<file path="config.mk">
export PLATFORM = sky130hd
export DESIGN_NAME = round_robin_thread_scheduler
export DESIGN_NICKNAME = d
export VERILOG_FILES = /design/src/hdl/rrts_pkg.sv /design/src/hdl/rrts_slot_table.sv /design/src/hdl/rrts_seq.sv /design/src/hdl/round_robin_thread_scheduler.sv
export SDC_FILE = /design/constraint.sdc
export NUM_CORES = 1
export LEC_CHECK = 0
export BUFFER_PORTS_ARGS = -buffer_cell sky130_fd_sc_hd__buf_2
export CORE_ASPECT_RATIO = 0.6
export CORE_MARGIN = 3
export CORE_UTILIZATION = 35
export DETAILED_ROUTE_END_ITERATION = 6
export GPL_TIMING_DRIVEN = 0
export RECOVER_POWER = 50
export SLEW_MARGIN = 20
export SYNTH_ARGS = -nofsm -noshare
export SYNTH_HDL_FRONTEND = slang
export SYNTH_HIERARCHICAL = 1
export SYNTH_SLANG_ARGS = --single-unit
</file>
<file path="constraint.sdc">
create_clock -name clk -period 12.9 [get_ports clk]
set_input_delay 3.87 -clock clk [delete_from_list [all_inputs] [get_ports clk]]
set_output_delay 3.87 -clock clk [all_outputs]
set_load 0.01 [all_outputs]
</file>
<file path="src/hdl/rrts_pkg.sv">
// Shared types and constants for the round-robin thread scheduler.
`default_nettype none

package rrts_pkg;

  localparam int ID_FIELD_W = 5;
  localparam int OP_W = 2;
  localparam int IN_TDATA_W = 8;
  localparam int OUT_TDATA_W = 16;

  typedef enum logic [1:0] {
    OP_CREATE = 2'd0,
    OP_YIELD  = 2'd1,
    OP_EXIT   = 2'd2,
    OP_JOIN   = 2'd3
  } op_t;

  typedef enum logic [1:0] {
    STAT_OK        = 2'd0,
    STAT_FULL      = 2'd1,
    STAT_UNKNOWN   = 2'd2,
    STAT_NO_ACTIVE = 2'd3
  } status_t;

  typedef enum logic [1:0] {
    SLOT_FREE    = 2'd0,
    SLOT_ACTIVE  = 2'd1,
    SLOT_BLOCKED = 2'd2,
    SLOT_DEAD    = 2'd3
  } slot_state_t;

  typedef struct packed {
    logic        en;
    slot_state_t st;
  } slot_wr_t;

  typedef struct packed {
    logic [ID_FIELD_W-1:0] running;
    logic [ID_FIELD_W-1:0] created;
    status_t               status;
  } result_t;

endpackage

`default_nettype wire

</file>
<file path="src/hdl/rrts_slot_table.sv">
// Thread slot table: per-slot state with reset, and joining waiter ids.
`default_nettype none

module rrts_slot_table #(
  parameter int MAX_THREADS = 16,
  parameter int IDX_W = 4,
  parameter int ID_W = 5
) (
  input  wire logic                 clk,
  input  wire logic                 rst_n,
  input  wire logic [IDX_W-1:0]     st_rd_idx,
  output rrts_pkg::slot_state_t     st_rd_data,
  input  wire rrts_pkg::slot_wr_t   st_wr,
  input  wire logic [IDX_W-1:0]     st_wr_idx,
  input  wire logic                 wt_we,
  input  wire logic [IDX_W-1:0]     wt_wr_idx,
  input  wire logic [ID_W-1:0]      wt_wr_data,
  input  wire logic [IDX_W-1:0]     wt_rd_idx,
  output logic [ID_W-1:0]           wt_rd_data
);

  rrts_pkg::slot_state_t slot_st_r [MAX_THREADS];
  logic [ID_W-1:0]       slot_wt_r [MAX_THREADS];
  logic [ID_W-1:0]       wt_rd_data_r;

  always_ff @(posedge clk) begin
    if (!rst_n) begin
      for (int i = 0; i < MAX_THREADS; i++) begin
        slot_st_r[i] <= rrts_pkg::SLOT_FREE;
      end
    end else if (st_wr.en) begin
      slot_st_r[st_wr_idx] <= st_wr.st;
    end
  end

  // The waiter read address is the running thread, which holds steady until a join or scan updates it.
  always_ff @(posedge clk) begin
    if (wt_we) begin
      slot_wt_r[wt_wr_idx] <= wt_wr_data;
    end
    wt_rd_data_r <= slot_wt_r[wt_rd_idx];
  end

  assign st_rd_data = slot_st_r[st_rd_idx];
  assign wt_rd_data = wt_rd_data_r;

endmodule

`default_nettype wire

</file>
<file path="src/hdl/rrts_seq.sv">
// Command sequencer with the shared round-robin slot scan unit.
`default_nettype none

module rrts_seq #(
  parameter int MAX_THREADS = 16,
  parameter int IDX_W = 4,
  parameter int ID_W = 5,
  parameter int NF_W = 5
) (
  input  wire logic                                clk,
  input  wire logic                                rst_n,
  input  wire logic                                cmd_valid,
  output logic                                     cmd_ready,
  input  wire rrts_pkg::op_t                       cmd_op,
  input  wire logic [rrts_pkg::ID_FIELD_W-1:0]     cmd_tgt,
  output logic                                     res_valid,
  input  wire logic                                res_ready,
  output rrts_pkg::result_t                        res,
  output logic [IDX_W-1:0]                         st_rd_idx,
  input  wire rrts_pkg::slot_state_t               st_rd_data,
  output rrts_pkg::slot_wr_t                       st_wr,
  output logic [IDX_W-1:0]                         st_wr_idx,
  output logic                                     wt_we,
  output logic [IDX_W-1:0]                         wt_wr_idx,
  output logic [ID_W-1:0]                          wt_wr_data,
  output logic [IDX_W-1:0]                         wt_rd_idx,
  input  wire logic [ID_W-1:0]                     wt_rd_data
);

  typedef enum logic [7:0] {
    S_IDLE   = 8'b0000_0001,
    S_CREATE = 8'b0000_0010,
    S_CHECK  = 8'b0000_0100,
    S_EXIT   = 8'b0000_1000,
    S_WAKE   = 8'b0001_0000,
    S_JOIN   = 8'b0010_0000,
    S_SCAN   = 8'b0100_0000,
    S_DONE   = 8'b1000_0000
  } seq_state_t;

  seq_state_t                          state_r, state_nxt;
  rrts_pkg::op_t                       op_r, op_nxt;
  logic [rrts_pkg::ID_FIELD_W-1:0]     tgt_r, tgt_nxt;
  logic [ID_W-1:0]                     cur_r, cur_nxt;
  logic [NF_W-1:0]                     nfree_r, nfree_nxt;
  logic                                started_r, started_nxt;
  logic [ID_W-1:0]                     sid_r, sid_nxt;
  logic [ID_W-1:0]                     cnt_r, cnt_nxt;
  logic [ID_W-1:0]                     w_r, w_nxt;
  logic [ID_W-1:0]                     created_r, created_nxt;
  rrts_pkg::status_t                   stat_r, stat_nxt;

  logic [ID_W-1:0] succ_in;
  logic [ID_W-1:0] succ;
  logic            cur_in_range;
  logic            w_in_range;
  logic            tgt_in_range;
  logic            nfree_in_range;
  logic            slot_used;

  assign succ_in = (state_r == S_SCAN) ? sid_r : cur_r;
  assign succ = (int'(succ_in) >= MAX_THREADS) ? ID_W'(1) : succ_in + ID_W'(1);

  assign cur_in_range = (cur_r != '0) && (int'(cur_r) <= MAX_THREADS);
  assign w_in_range = (w_r != '0) && (int'(w_r) <= MAX_THREADS);
  assign tgt_in_range = (tgt_r != '0) && (int'(tgt_r) <= MAX_THREADS);
  assign nfree_in_range = (nfree_r != '0) && (int'(nfree_r) <= MAX_THREADS);
  assign slot_used = (st_rd_data != rrts_pkg::SLOT_FREE);

  always_comb begin
    unique case (state_r)
      S_WAKE:  st_rd_idx = IDX_W'(w_r - ID_W'(1));
      S_JOIN:  st_rd_idx = IDX_W'(ID_W'(tgt_r) - ID_W'(1));
      S_SCAN:  st_rd_idx = IDX_W'(sid_r - ID_W'(1));
      default: st_rd_idx = IDX_W'(cur_r - ID_W'(1));
    endcase
  end

  assign wt_rd_idx = IDX_W'(cur_r - ID_W'(1));
  assign cmd_ready = (state_r == S_IDLE);
  assign res_valid = (state_r == S_DONE);
  assign res.running = rrts_pkg::ID_FIELD_W'(cur_r);
  assign res.created = rrts_pkg::ID_FIELD_W'(created_r);
  assign res.status = stat_r;

  always_comb begin
    state_nxt = state_r;
    op_nxt = op_r;
    tgt_nxt = tgt_r;
    cur_nxt = cur_r;
    nfree_nxt = nfree_r;
    started_nxt = started_r;
    sid_nxt = sid_r;
    cnt_nxt = cnt_r;
    w_nxt = w_r;
    created_nxt = created_r;
    stat_nxt = stat_r;
    st_wr = '{en: 1'b0, st: rrts_pkg::SLOT_FREE};
    st_wr_idx = IDX_W'(nfree_r - NF_W'(1));
    wt_we = 1'b0;
    wt_wr_idx = IDX_W'(nfree_r - NF_W'(1));
    wt_wr_data = '0;

    unique case (state_r)
      S_IDLE: begin
        if (cmd_valid) begin
          op_nxt = cmd_op;
          tgt_nxt = cmd_tgt;
          created_nxt = '0;
          stat_nxt = rrts_pkg::STAT_OK;
          state_nxt = (cmd_op == rrts_pkg::OP_CREATE) ? S_CREATE : S_CHECK;
        end
      end
      S_CREATE: begin
        if (nfree_in_range) begin
          st_wr = '{en: 1'b1, st: rrts_pkg::SLOT_ACTIVE};
          wt_we = 1'b1;
          nfree_nxt = nfree_r + NF_W'(1);
          if (!started_r) begin
            started_nxt = 1'b1;
          end else begin
            created_nxt = ID_W'(nfree_r);
            state_nxt = S_DONE;
          end
        end else begin
          stat_nxt = rrts_pkg::STAT_FULL;
          state_nxt = S_DONE;
        end
      end
      S_CHECK: begin
        sid_nxt = succ;
        cnt_nxt = ID_W'(1);
        if (!(cur_in_range && slot_used)) begin
          stat_nxt = rrts_pkg::STAT_UNKNOWN;
          state_nxt = S_DONE;
        end else begin
          case (op_r)
            rrts_pkg::OP_YIELD: state_nxt = S_SCAN;
            rrts_pkg::OP_EXIT:  state_nxt = S_EXIT;
            default:            state_nxt = S_JOIN;
          endcase
        end
      end
      S_EXIT: begin
        st_wr = '{en: 1'b1, st: rrts_pkg::SLOT_DEAD};
        st_wr_idx = IDX_W'(cur_r - ID_W'(1));
        w_nxt = wt_rd_data;
        state_nxt = S_WAKE;
      end
      S_WAKE: begin
        if (w_in_range && slot_used) begin
          st_wr = '{en: 1'b1, st: rrts_pkg::SLOT_ACTIVE};
          st_wr_idx = IDX_W'(w_r - ID_W'(1));
        end
        state_nxt = S_SCAN;
      end
      S_JOIN: begin
        if (!(tgt_in_range && slot_used)) begin
          stat_nxt = rrts_pkg::STAT_UNKNOWN;
        end else if (st_rd_data == rrts_pkg::SLOT_ACTIVE) begin
          st_wr = '{en: 1'b1, st: rrts_pkg::SLOT_BLOCKED};
          st_wr_idx = IDX_W'(cur_r - ID_W'(1));
          wt_we = 1'b1;
          wt_wr_idx = IDX_W'(ID_W'(tgt_r) - ID_W'(1));
          wt_wr_data = cur_r;
          cur_nxt = ID_W'(tgt_r);
        end
        state_nxt = S_DONE;
      end
      S_SCAN: begin
        if (st_rd_data == rrts_pkg::SLOT_ACTIVE) begin
          cur_nxt = sid_r;
          state_nxt = S_DONE;
        end else if (int'(cnt_r) >= MAX_THREADS) begin
          stat_nxt = rrts_pkg::STAT_NO_ACTIVE;
          if (op_r == rrts_pkg::OP_EXIT) begin
            cur_nxt = '0;
          end
          state_nxt = S_DONE;
        end else begin
          sid_nxt = succ;
          cnt_nxt = cnt_r + ID_W'(1);
        end
      end
      S_DONE: begin
        if (res_ready) begin
          state_nxt = S_IDLE;
        end
      end
      default: state_nxt = S_IDLE;
    endcase
  end

  always_ff @(posedge clk) begin
    if (!rst_n) begin
      state_r <= S_IDLE;
      cur_r <= ID_W'(1);
      nfree_r <= NF_W'(1);
      started_r <= 1'b0;
    end else begin
      state_r <= state_nxt;
      cur_r <= cur_nxt;
      nfree_r <= nfree_nxt;
      started_r <= started_nxt;
    end
  end

  always_ff @(posedge clk) begin
    op_r <= op_nxt;
    tgt_r <= tgt_nxt;
    sid_r <= sid_nxt;
    cnt_r <= cnt_nxt;
    w_r <= w_nxt;
    created_r <= created_nxt;
    stat_r <= stat_nxt;
  end

endmodule

`default_nettype wire

</file>
<file path="src/hdl/round_robin_thread_scheduler.sv">
// Round-robin thread scheduler with join: top level with result register.
//
//   Channel  Direction  Payload
//   in_      slave      op, target_thread
//   out_     master     running_thread, created_thread, status
//
// Yield and exit run a scan that reads one slot per cycle to find the next
// active thread. The input is not ready while a command is in progress.
// A result waiting in the output register does not stop the next transfer.
// Reset is synchronous; all slots become free in the reset cycle.
`default_nettype none

module round_robin_thread_scheduler #(
  parameter int MAX_THREADS = 16
) (
  input  wire logic                                 clk,
  input  wire logic                                 rst_n,
  input  wire logic                                 in_tvalid,
  output logic                                      in_tready,
  input  wire logic [rrts_pkg::IN_TDATA_W-1:0]      in_tdata,   // op, target_thread
  output logic                                      out_tvalid,
  input  wire logic                                 out_tready,
  output logic [rrts_pkg::OUT_TDATA_W-1:0]          out_tdata   // running, created, status
);

  localparam int ID_W = $clog2(MAX_THREADS + 1);
  localparam int IDX_W = $clog2(MAX_THREADS);
  localparam int NF_W = $clog2(MAX_THREADS + 2);

  logic                    res_valid;
  logic                    res_ready;
  rrts_pkg::result_t       res;
  logic                    out_valid_r;
  rrts_pkg::result_t       out_res_r;
  logic [IDX_W-1:0]        st_rd_idx;
  rrts_pkg::slot_state_t   st_rd_data;
  rrts_pkg::slot_wr_t      st_wr;
  logic [IDX_W-1:0]        st_wr_idx;
  logic                    wt_we;
  logic [IDX_W-1:0]        wt_wr_idx;
  logic [ID_W-1:0]         wt_wr_data;
  logic [IDX_W-1:0]        wt_rd_idx;
  logic [ID_W-1:0]         wt_rd_data;

  rrts_seq #(
    .MAX_THREADS(MAX_THREADS),
    .IDX_W(IDX_W),
    .ID_W(ID_W),
    .NF_W(NF_W)
  ) u_seq (
    .clk(clk),
    .rst_n(rst_n),
    .cmd_valid(in_tvalid),
    .cmd_ready(in_tready),
    .cmd_op(rrts_pkg::op_t'(in_tdata[1:0])),
    .cmd_tgt(in_tdata[6:2]),
    .res_valid(res_valid),
    .res_ready(res_ready),
    .res(res),
    .st_rd_idx(st_rd_idx),
    .st_rd_data(st_rd_data),
    .st_wr(st_wr),
    .st_wr_idx(st_wr_idx),
    .wt_we(wt_we),
    .wt_wr_idx(wt_wr_idx),
    .wt_wr_data(wt_wr_data),
    .wt_rd_idx(wt_rd_idx),
    .wt_rd_data(wt_rd_data)
  );

  rrts_slot_table #(
    .MAX_THREADS(MAX_THREADS),
    .IDX_W(IDX_W),
    .ID_W(ID_W)
  ) u_table (
    .clk(clk),
    .rst_n(rst_n),
    .st_rd_idx(st_rd_idx),
    .st_rd_data(st_rd_data),
    .st_wr(st_wr),
    .st_wr_idx(st_wr_idx),
    .wt_we(wt_we),
    .wt_wr_idx(wt_wr_idx),
    .wt_wr_data(wt_wr_data),
    .wt_rd_idx(wt_rd_idx),
    .wt_rd_data(wt_rd_data)
  );

  assign res_ready = !out_valid_r || out_tready;

  always_ff @(posedge clk) begin
    if (!rst_n) begin
      out_valid_r <= 1'b0;
    end else if (res_ready) begin
      out_valid_r <= res_valid;
    end
  end

  always_ff @(posedge clk) begin
    if (res_valid && res_ready) begin
      out_res_r <= res;
    end
  end

  assign out_tvalid = out_valid_r;
  assign out_tdata = {4'b0000, out_res_r.status, out_res_r.created, out_res_r.running};

  a_busy_after_accept: assert property (@(posedge clk) disable iff (!rst_n)
    in_tvalid && in_tready |=> !in_tready)
    else $error("input ready right after a command transfer");

  a_full_no_id: assert property (@(posedge clk) disable iff (!rst_n)
    out_tvalid && (out_res_r.status == rrts_pkg::STAT_FULL) |-> (out_res_r.created == '0))
    else $error("failed create reports an id");

  a_created_ok: assert property (@(posedge clk) disable iff (!rst_n)
    out_tvalid && (out_res_r.created != '0) |-> (out_res_r.status == rrts_pkg::STAT_OK))
    else $error("created id with a non-ok status");

  a_out_hold: assert property (@(posedge clk) disable iff (!rst_n)
    out_tvalid && !out_tready |=> out_tvalid && $stable(out_res_r))
    else $error("result changed while stalled");

endmodule

`default_nettype wire
</file>
==> results.py <==
metrics = {
    "worst_setup_path": {
        "cp_data_required_time_ns": 12.95,
        "cp_max_fo": 10,
        "crit_chain": "nor4_1 > and3_1 > clkbuf_1 > clkbuf_1 > a22oi_1 > o221ai_1 > buf_6 > mux4_2 > a22oi_1 > nand3_1 > nand2b_1 > nor3_1 > mux2i_1 > or3b_2 > nor3_1",
        "reg2reg_slack_ns": 5.29,
        "max_stage_delay_ns": 1.30,
        "path_class": "register to register",
        "slowest_stage": "nor4_1",
        "r2r_cells": 15,
        "arrival_ns": 7.66,
        "worst-path-buf-inv": 3,
        "r2r-start": "u_seq/state_r[7]",
        "crit_family": "simple AND/OR/NAND/NOR gates",
        "critPathLaunchType": "register",
        "critPathCaptureType": "register",
        "reg2reg_to": "u_table/slot_wt_r[0][0]",
    },
    "routing": {
        "drt_iter0_drc": 626,
        "via_per_inst": 5.38,
        "drt-total-wl_mm": 18.8,
        "dr.pass1.iters": 5,
        "drc": 0,
        "vias": 5227,
        "antenna_left": 0,
        "wl_per_cell_um": 19.3,
    },
    "synthesis": {
        "syn_inst": 602,
        "avgSynthCellArea_um2": 13.6,
        "synth_seq_area_share": 0.623,
        "ys_warn_count": 6,
        "synthDistinctLibCells": 63,
        "async_flop_share": 0,
        "yosys_most_used_dff": "edfxtp_1",
        "ys_ff_latch": 178,
        "synth_area_mm2": 0.00817,
        "synth_edf_count": 153,
    },
    "timing": {
        "rsz0062_at_grt": "no",
        "fin_crit_sh": 0.590,
        "setup_viol": 0,
        "hold_viol": 0,
        "worst_pin_slew_ns": 1.57,
        "fmax_mhz": 131,
        "timing.setup.tns_ns": 0,
        "relSlewSlack": -0.0532,
        "clock_skew_ns": 0.0134,
        "post-route-min-period_ns": 7.61,
        "final_max_slew_viol_count": 10,
    },
    "floorplan": {
        "dieArea_mm2": 0.0253,
        "dieHeight_um": 124,
        "fp.coreArea_mm2": 0.0225,
        "core.rowCount": 42,
        "boundaryPins": 30,
        "fp.dieW_um": 203,
        "start_util": 0.363,
    },
    "power_and_ir_drop": {
        "p_leak_nw": 3.08,
        "power_mw": 1.21,
        "p_per_area_mw_per_mm2": 132,
        "irDropWorstVdd_mv": 0.0865,
    },
    "worst_hold_path": {
        "hold-path-cell-count": 0,
        "min_from": "u_table/wt_rd_data[2]",
        "hold_path_end": "u_seq/w_r[2]",
        "hold_path.class": "register to register",
    },
    "clock_tree": {
        "clk_pin_slew_ns": 0.07,
        "cts.repair.resized": 0,
        "cts_root_buf": "clkbuf_16",
        "tritoncts": "done",
        "numCtsBuffers": 17,
        "post_cts_buffers": 0,
        "htreeDepth": 4,
        "postCtsHoldBufs": 0,
        "clk_latency_ns": 0.43,
        "cts.sinks": 178,
        "cts_buffer_depth": 2,
    },
    "placement": {
        "portBuffers": 24,
        "hpwl_mm": 13.7,
        "place.gp.congestion": 0.895,
        "placed_area_mm2": 0.00872,
    },
    "grt": {
        "grt_pass1_vias": 5045,
        "use_met1": 0.247,
        "grt_usage": 0.153,
        "grt_max_degree": 19,
        "met2_usage": 0.198,
        "grt_pass1_wl_mm": 29.3,
        "busiest_layer": "met1",
        "globalRoute.totalOverflow": 0,
        "use_met3": 0.0420,
        "antenna_found_initial": 0,
    },
    "cells_and_area": {
        "area_delta_synth_final_pct": 12.5,
        "drive_gt1_frac": 0.127,
        "diodes": 0,
        "post-route-util": 0.409,
        "layout.nets": 674,
        "nFillCells": 2124,
        "final_cell_area_mm2": 0.00919,
    },
    "run_status": {
        "outcome": "finished with violations",
        "violations": "max-capacitance violations, max-slew violations",
    },
    "flow_run": {
        "maxCapViolCount": 2,
    },
}
logic make-up (layout without fill, tap and decap cells):
logic type	Yosys count	count (layout)	synth area share
flops	178	178	0.623
compound gates	66	66	0.0576
mux	33	33	0.0833
xor+xnor	25	25	0.0268
buf+inv	45	103	0.0256
other cells	1	4	0.000459
simple gates	242	242	0.165
fa+ha+maj	12	12	0.0184
state kept, by name, indices dropped and copies added, names as in the netlist, 5 cells and up:
name / count
u_seq/w_r: 5
u_table/slot_wt_r: 80
u_seq/nfree_r: 5
u_seq/sid_r: 5
u_seq/cur_r: 5
out_tdata: 12
u_seq/tgt_r: 5
u_table/wt_rd_data: 5
u_seq/state_r: 8
u_seq/cnt_r: 5
u_table/slot_st_r: 32
u_seq/created_r: 5
per-layer routing:
| layer | vias to the layer above | part of all wire |
|---|---|---|
| met5 | - | 0 |
| met4 | 0 | 0.0092 |
| met3 | 14 | 0.088 |
| met2 | 225 | 0.40 |
| met1 | 2610 | 0.51 |
| li1 | 2378 | - |
per-stage QoR:
| step | setup WS, ns | instances | hold slack, ns |
|---|---|---|---|
| 2_1_floorplan | 7.91 | 605 | 0.386 |
| 3_3_place_gp | 6.88 | 937 | 0.397 |
| 3_5_place_dp | 6.79 | 939 | 0.394 |
| 4_1_cts | 6.75 | 971 | 0.411 |
| 5_1_grt | 4.79 | 971 | 0.414 |
| 6_report | 5.29 | 971 | 0.408 |
Yosys cell counts (3+ instances only):
| cell | number | area (um^2) |
|---|---|---|
| a21oi_1 | 5 | 25.0 |
| a22oi_1 | 8 | 60.1 |
| a311oi_1 | 4 | 35.0 |
| a31oi_1 | 3 | 18.8 |
| and2_1 | 25 | 156 |
| and3_1 | 22 | 138 |
| and4b_1 | 4 | 40.0 |
| buf_2 | 5 | 25.0 |
| buf_4 | 5 | 37.5 |
| clkbuf_1 | 13 | 48.8 |
| dfxtp_1 | 25 | 500 |
| edfxtp_1 | 153 | 4590 |
| ha_1 | 12 | 150 |
| inv_1 | 19 | 71.3 |
| mux2i_1 | 5 | 50.1 |
| mux4_2 | 28 | 631 |
| nand2_1 | 42 | 158 |
| nand2b_1 | 8 | 50.1 |
| nand3_1 | 28 | 140 |
| nand3b_1 | 3 | 22.5 |
| nand4b_1 | 7 | 61.3 |
| nor2_1 | 51 | 191 |
| nor2b_1 | 10 | 62.6 |
| nor3_1 | 15 | 75.1 |
| nor3b_1 | 5 | 37.5 |
| o211ai_1 | 3 | 22.5 |
| o21ai_0 | 20 | 100 |
| o221ai_1 | 4 | 35.0 |
| o22ai_1 | 3 | 18.8 |
| o31ai_1 | 3 | 22.5 |
| or3_1 | 3 | 18.8 |
| xnor2_1 | 16 | 140 |
| xor2_1 | 9 | 78.8 |
placed cells by master (no fill, tap or decap), types with 5 or more instances in the layout:
| cell | Yosys | final |
|---|---|---|
| a21oi_1 | 5 | 5 |
| a22oi_1 | 8 | 8 |
| and2_0 | 1 | 9 |
| and2_1 | 25 | 18 |
| and3_1 | 22 | 22 |
| buf_2 | 5 | 9 |
| buf_4 | 5 | 5 |
| clkbuf_1 | 13 | 35 |
| clkbuf_16 | 0 | 17 |
| dfxtp_1 | 25 | 25 |
| edfxtp_1 | 153 | 153 |
| ha_1 | 12 | 12 |
| inv_1 | 19 | 19 |
| mux2i_1 | 5 | 5 |
| mux4_2 | 28 | 28 |
| nand2_1 | 42 | 42 |
| nand2b_1 | 8 | 9 |
| nand3_1 | 28 | 28 |
| nand4b_1 | 7 | 7 |
| nor2_1 | 51 | 51 |
| nor2b_1 | 10 | 10 |
| nor3_1 | 15 | 16 |
| nor3b_1 | 5 | 5 |
| o21ai_0 | 20 | 21 |
| xnor2_1 | 16 | 16 |
| xor2_1 | 9 | 9 |
report_power, final:
part           total, mW  switching, mW  internal (mW)
registers          0.650         0.0119          0.638
clock network      0.493          0.236          0.256
logic             0.0687         0.0460         0.0227
how the worst max path moves through the flow:
stage / startpoint / depth (start not counted) / to / slack, ns
2_1_floorplan: u_seq/state_r[1] / 3 / in_tready / 7.91
3_3_place_gp: u_seq/state_r[0] / 17 / u_table/slot_st_r[12][0] / 6.88
3_5_place_dp: u_seq/state_r[7] / 17 / u_table/slot_st_r[12][1] / 6.79
4_1_cts: u_seq/state_r[7] / 17 / u_table/slot_st_r[12][1] / 6.75
5_1_grt: u_seq/state_r[0] / 14 / u_table/slot_wt_r[0][0] / 4.79
6_report: u_seq/state_r[7] / 15 / u_table/slot_wt_r[0][0] / 5.29
cell type report:
type | instances | area, um^2 | area share
well taps | 308 | 385 | 0.0419
clock inverters | 15 | 146 | 0.0159
plain buffers | 26 | 134 | 0.0146
inverters | 19 | 71.3 | 0.00776
clock buffers | 17 | 425 | 0.0463
multi-input cells | 382 | 2830 | 0.308
flip-flops and latches | 178 | 5090 | 0.554
repair buffers | 26 | 106 | 0.0116
Power figures use the tool's default switching activity.
